`src/hw/rtl/proxy_scan_result_cache_macros.svh`:
```
// -----------------------------------------------------------------------------
// proxy_scan_result_cache_macros
// assertion macros shared by the cache modules, empty for synthesis
// -----------------------------------------------------------------------------
`ifndef PROXY_SCAN_RESULT_CACHE_MACROS_SVH
`define PROXY_SCAN_RESULT_CACHE_MACROS_SVH

`ifndef SYNTHESIS

// checked on every rising edge outside reset
`define PSRC_ASSERT(label, clk, rst, prop) \
   label: assert property (@(posedge clk) disable iff (rst) prop) \
      else $error("proxy scan result cache assertion failed");

// checked on every rising edge, reset included
`define PSRC_ASSERT_ALWAYS(label, clk, prop) \
   label: assert property (@(posedge clk) prop) \
      else $error("proxy scan result cache assertion failed");

`else

`define PSRC_ASSERT(label, clk, rst, prop)
`define PSRC_ASSERT_ALWAYS(label, clk, prop)

`endif

`endif

```
`src/hw/rtl/psrc_pkg.sv`:
```
// -----------------------------------------------------------------------------
// psrc_pkg
// types and constants of the proxy scan result cache
// -----------------------------------------------------------------------------
package psrc_pkg;

   localparam int STATUS_W = 3;
   localparam int ADDR_W   = 32;
   localparam int PORT_W   = 16;
   localparam int KIND_W   = 4;
   localparam int TIME_W   = 64;
   localparam int CFG_W    = 7;
   localparam int SLOT_W   = 6;
   localparam int NUM_CLASS = 5;

   // operation codes
   localparam logic OP_PUT  = 1'b0;
   localparam logic OP_PICK = 1'b1;

   // status codes
   localparam logic [STATUS_W-1:0] ST_NONE     = 3'd0;
   localparam logic [STATUS_W-1:0] ST_CLOSED   = 3'd1;
   localparam logic [STATUS_W-1:0] ST_DENIED   = 3'd2;
   localparam logic [STATUS_W-1:0] ST_OPEN     = 3'd3;
   localparam logic [STATUS_W-1:0] ST_FILTERED = 3'd4;
   localparam logic [STATUS_W-1:0] ST_TIMEOUT  = 3'd5;

   localparam logic [CFG_W-1:0] CFG_RESET = 7'd64;

   typedef struct packed {
      logic [STATUS_W-1:0] status;
      logic [ADDR_W-1:0]   address;
      logic [PORT_W-1:0]   port;
      logic [KIND_W-1:0]   kind;
      logic [TIME_W-1:0]   stamp;
   } entry_type;

   // controller to datapath
   typedef struct packed {
      logic clear;   // write one zero entry of the reset sweep
      logic load;    // capture the request item and restart the scan
      logic scan;    // issue the next slot read
      logic emit;    // write back the chosen slot and load the response
   } cmd_type;

   // datapath to controller
   typedef struct packed {
      logic clear_done;
      logic scan_done;
      logic out_busy;
   } sts_type;

endpackage

```
`src/hw/rtl/psrc_ctrl.sv`:
```
// -----------------------------------------------------------------------------
// psrc_ctrl
// sequencer: reset sweep, slot scan, write back and response hand-off
// -----------------------------------------------------------------------------
`include "proxy_scan_result_cache_macros.svh"

module psrc_ctrl (
   input  logic              clock,
   input  logic              reset,
   input  logic              req_valid,
   output logic              req_ready,
   input  psrc_pkg::sts_type sts,
   output psrc_pkg::cmd_type cmd
);

   localparam logic [1:0] S_CLEAR = 2'd0;
   localparam logic [1:0] S_IDLE  = 2'd1;
   localparam logic [1:0] S_SCAN  = 2'd2;
   localparam logic [1:0] S_WRITE = 2'd3;

   logic [1:0] state_ff;
   logic [1:0] state_in;

   always_comb begin
      state_in  = state_ff;
      cmd       = '0;
      req_ready = 1'b0;
      case (state_ff)
         S_CLEAR: begin
            cmd.clear = 1'b1;
            if (sts.clear_done) begin
               state_in = S_IDLE;
            end
         end
         S_IDLE: begin
            req_ready = 1'b1;
            if (req_valid) begin
               cmd.load = 1'b1;
               state_in = S_SCAN;
            end
         end
         S_SCAN: begin
            cmd.scan = 1'b1;
            if (sts.scan_done) begin
               state_in = S_WRITE;
            end
         end
         S_WRITE: begin
            // hold the result until the output register is free
            if (!sts.out_busy) begin
               cmd.emit = 1'b1;
               state_in = S_IDLE;
            end
         end
         default: begin
            state_in = S_CLEAR;
         end
      endcase
   end

   always_ff @(posedge clock) begin
      if (reset) begin
         state_ff <= S_CLEAR;
      end else begin
         state_ff <= state_in;
      end
   end

   `PSRC_ASSERT(a_scan_exit_done, clock, reset,
      (state_ff == S_SCAN && state_in != S_SCAN) |-> sts.scan_done)
   `PSRC_ASSERT(a_emit_output_free, clock, reset, cmd.emit |-> !sts.out_busy)
   `PSRC_ASSERT(a_load_starts_scan, clock, reset,
      cmd.load |=> (state_ff == S_SCAN))

endmodule

```
`config.mk`:
```
export PLATFORM = sky130hd
export DESIGN_NAME = psrc_ctrl
export DESIGN_NICKNAME = d
export VERILOG_FILES = /design/src/hw/rtl/psrc_pkg.sv /design/src/hw/rtl/psrc_ctrl.sv
export VERILOG_INCLUDE_DIRS = /design/src /design/src/hw/rtl
export SDC_FILE = /design/constraint.sdc
export NUM_CORES = 1
export LEC_CHECK = 0
export BUFFER_PORTS_ARGS = -buffer_cell sky130_fd_sc_hd__buf_4
export CORE_AREA = 2 2 39 41
export DETAILED_ROUTE_END_ITERATION = 16
export DIE_AREA = 0 0 41 43
export GPL_TIMING_DRIVEN = 0
export PLACE_DENSITY = 0.42
export SETUP_SLACK_MARGIN = 0.02
export SLEW_MARGIN = 20
export SYNTH_ARGS = -nofsm -noshare
export SYNTH_HDL_FRONTEND = slang
export SYNTH_SLANG_ARGS = --single-unit
```
`constraint.sdc`:
```
create_clock -name clock -period 3 [get_ports clock]
set_input_delay 0.3 -clock clock [delete_from_list [all_inputs] [get_ports clock]]
set_output_delay 0.3 -clock clock [all_outputs]
set_load 0.02 [all_outputs]
```
# --- Word-level counts from Yosys, hierarchy flattened ---
# Index checks and enable logic that the tools add are counted.
# Widths: inputs -> output; s select.
word_totals:
  register_bits: 2
  latchBits: 0
  ram_bits: 0
  rom_bits: 0
  input_bits: 6
  word_cells: 22
  memories: 0
op_classes:
  n_addsub: 0
  multipliers: 0
  div: 0
  order_cmp: 0
  n_eq_ne: 7
  shift: 0
  muxes: 12
  bitwise: 0
  reduce_logical: 2
op_table:
  columns: ["op", "count"]
  rows:
  - ["$mux 2", 4]
  - ["$ne 2x2->1 const B", 4]
  - ["$pmux 2 s4", 1]
  - ["$mux 1", 7]
  - ["$eq 2x2->1 const B", 2]
  - ["$reduce_and 4->1", 1]
  - ["$eq 2x1->1 const B", 1]
  - ["$logic_not 2->1", 1]

# --- Logic depth before layout (Yosys ltp) ---
depth:
  word_depth: 3
  ltp_mapped: 5
  ltp_nobuf: 5

# --- Worst setup path before layout ---
# OpenSTA, ideal clock, no wires.
synth_path:
  path_kind: "register to register"
  start: "register state_ff[0]"
  end: "register state_ff[0]"
  arrival_time_ns: 1.556
  setup_slack_ns: 1.322
  stages_incl_launch_ff: 6
  path_buffers: 0
  synth_period_minus_slack_ns: 1.678
  cell_sequence: "dfxtp_1 -> inv_1 -> ha_1 -> nor2b_4 -> a2111oi_4 -> mux2_4"
synth_between:
  elab_chain_cells: 3
synth_rtl:
  columns: ["item", "line", "rtl"]
  rows:
  - ["from (decl)", "psrc_ctrl.sv:21", "logic [1:0] state_ff;"]
  - ["from (signal assigned)", "psrc_ctrl.sv:65", "state_ff <= state_in;"]
  - ["$eq 2x2->1 (tied with other cells)", "psrc_ctrl.sv:28", "case (state_ff)"]
  - ["$ne 2x2->1 (no line)", null, null]
  - ["$reduce_and 4->1 (no line)", null, null]
# Parallel ways exist; a longest one is shown, timed or not.
# A chain may end at the register's enable or synchronous reset.

# --- Final worst setup path ---
# Ends and elaborated chain as after synthesis.

==> run_results.csv <==
group,metric,value,unit
timing,finalCritPeriodShare,55.5,%
cts,cts_buffer_depth,2,
finish,syn_to_final_growth,53.1,%
min_path,min_from,"reset",
finish,drive_gt1_share,47.1,%
grt,grt_start_max_net_pins,5,
place,portBuffers,10,
finish,top_regs,"state_ff: 2 flops",
synthesis,yosysSeqAreaShare,18.1,%
cts,postCtsSetupRepairBufs,0,
cts,postCtsHoldBufs,0,
route,wire_per_inst,9.20,um
timing,clock_skew,0.00513,ns
grt,antenna_found_initial,0,
synthesis,netlist_area,221,sq um
cts,cts_num_sinks,2,
pwr,p_int,190,uW
setup_path,endpoint_kind,"flop",
setup_path,cp_max_fo,4,
cts,ctsResizeCount,0,
setup_path,rr_worst_depth,5,
setup_path,critPathArrivalTime,1.77,ns
cts,clockRootBuffer,"clkbuf_4",
route,drc_errors,0,
cts,clkTransAtPathRegs,0.03,ns
grt,grt_pass1_vias,195,
floorplanning,dieArea,1760,sq um
pwr,p_leak,0.000163,uW
synthesis,synth_cells,21,
floorplanning,coreArea,1380,sq um
pwr,cellPowerDensity,952,nW/um^2
synthesis,syn_avg_cell_area,10.5,sq um
pwr,vdd_drop_max,0.312,mV
timing,setup_viol,0,
pwr,swShare,41.0,%
floorplanning,die_w,41,um
setup_path,path_class,"flop to flop",
place,place_congestion,0.641,
timing,setup_ws,1.33,ns
setup_path,reg2reg_slack,1.33,ns
grt,grt_usage,7.21,%
timing,rsz0062_at_grt,"no",
outcome,status,"complete, no violations",
timing,setup_tns,0,ns
timing,hold_violations,0,
grt,gr-total-overflow,0,
synthesis,synth_fp_nets,32,
cts,numCtsBuffers,3,
synthesis,ys_warn_count,0,
floorplanning,pin_count,11,
setup_path,setup.worst_path.end,"state_ff[0]",
place,dpl.hpwl,385,um
route,drt_iter0_markers,0,
timing,fmax,600,MHz
finish,largest-register,"state_ff",
route,first_pass_iters,1,
route,drt-total-wl,460,um
pwr,p_switching,132,uW
min_path,hold_path.class,"input port to flop",
floorplanning,die_height,43,um
floorplanning,rows,14,
setup_path,cp.required,3.11,ns
route,vias,174,
synthesis,synth_seq_cells,2,
cts,cts_tree,"yes",
floorplanning,start_util,16.0,%
place,pre_cts_slack,1.32,ns
timing,finalMaxSlewViolations,0,
finish,largest_register_ffs,2,
route,via_per_inst,3.48,
setup_path,r2r-end,"state_ff[0]",
timing,min_period,1.67,ns
job,maxCapViolCount,0,
setup_path,r2r_start,"state_ff[0]",
cts,htree_levels,1,
pwr,p_clk_share,18.4,%
pwr,combPwrFrac,64.8,%
cts,clk-insertion-delay-late,0.22,ns
setup_path,critPathLaunchType,"flop",
synthesis,yosysUniqueCellTypes,11,
timing,tightest_slew,0.333,ns
route,final_antenna_net_count,0,
pwr,p_seq_share,16.9,%
setup_path,critPathLaunch,"state_ff[0]",
finish,n_antenna_cell,0,
grt,grt_pass1_wl,807,um
timing,slew_headroom,77.8,%
finish,final_net_count,47,
[worst max-delay path, cell delays in order (launching register included)]
cell and delay [ns]:
dfxtp_1 0.38, inv_1 0.10, ha_1 0.23, nor2b_4 0.14
a2111oi_4 0.38, mux2_4 0.33
[stage by stage]
stage	hold slack (ns)	instances	total power, uW	utilization, %	area [sq um]
detailed placement	0.523	47	267	22.9	317
CTS	0.372	50	333	24.5	339
global placement	0.505	47	266	22.9	317
global route	0.405	50	357	24.5	339
floorplan	0.480	21	207	-	221
finish	0.375	50	323	24.5	339
[cells in the final DEF, fill, tap and decap left out, drive strengths merged, types with 2 or more instances in the layout]
master  netlist  layout
ha            5       5
inv           2       2
clkbuf        0       3
buf           0      10
nand2b        2       2
dfxtp         2       2
nor2b         4       4
nor2          2       2
[synth_stat cells]
cell type | instances | area share, %
ha_1 | 5 | 28
nor2b_1 | 3 | 8.5
dfxtp_1 | 2 | 18
inv_1 | 2 | 3.4
nand2b_1 | 2 | 5.6
nor2_1 | 2 | 3.4
a2111oi_4 | 1 | 12
and2_1 | 1 | 2.8
mux2_4 | 1 | 6.8
mux2i_1 | 1 | 4.5
nor2b_4 | 1 | 6.2
[worst min path at each step]
stage	cells past startpoint	endpoint
2_1_floorplan	2	state_ff[1]
3_3_place_gp	2	state_ff[1]
3_5_place_dp	2	state_ff[1]
4_1_cts	3	state_ff[1]
5_1_grt	3	state_ff[1]
6_report	3	state_ff[1]
[cell families after synthesis]
group,after synthesis,synth area share [%]
AOI/OAI and AO/OA,1,12.4
adders and majority gates,5,28.2
buffers and inverters,2,3.39
DFF,2,18.1
muxes,2,11.3
and+or+nand+nor,9,26.6
[final cells by class]
cell class | count | area, sq um
Clock buffer | 3 | 22.5
Fill cell | 153 | 1040
Inverter | 2 | 7.51
Multi-Input combinational cell | 17 | 174
Sequential cell | 2 | 40.0
Tap cell | 16 | 20.0
Timing Repair Buffer | 10 | 75.1
[routing by layer]
layer | vias to the layer above | GRT usage, % | share of wire [%]
met4 | 0 | 6.00 | 0
met2 | 11 | 8.75 | 39
met5 | - | 0 | 0
met3 | 0 | 3.66 | 16
li1 | 94 | - | -
met1 | 69 | 8.95 | 45
[power by group through the flow]
stage                     Clock [uW]  Sequential [uW]  Combinational, uW
after CTS                       64.3             54.9                214
after floorplan                    0             51.1                156
after detailed placement           0             55.3                212
final                           59.3             54.4                209
after global placement             0             54.6                211
after global routing            64.6             55.7                236
(Power assumes the default switching activity.)
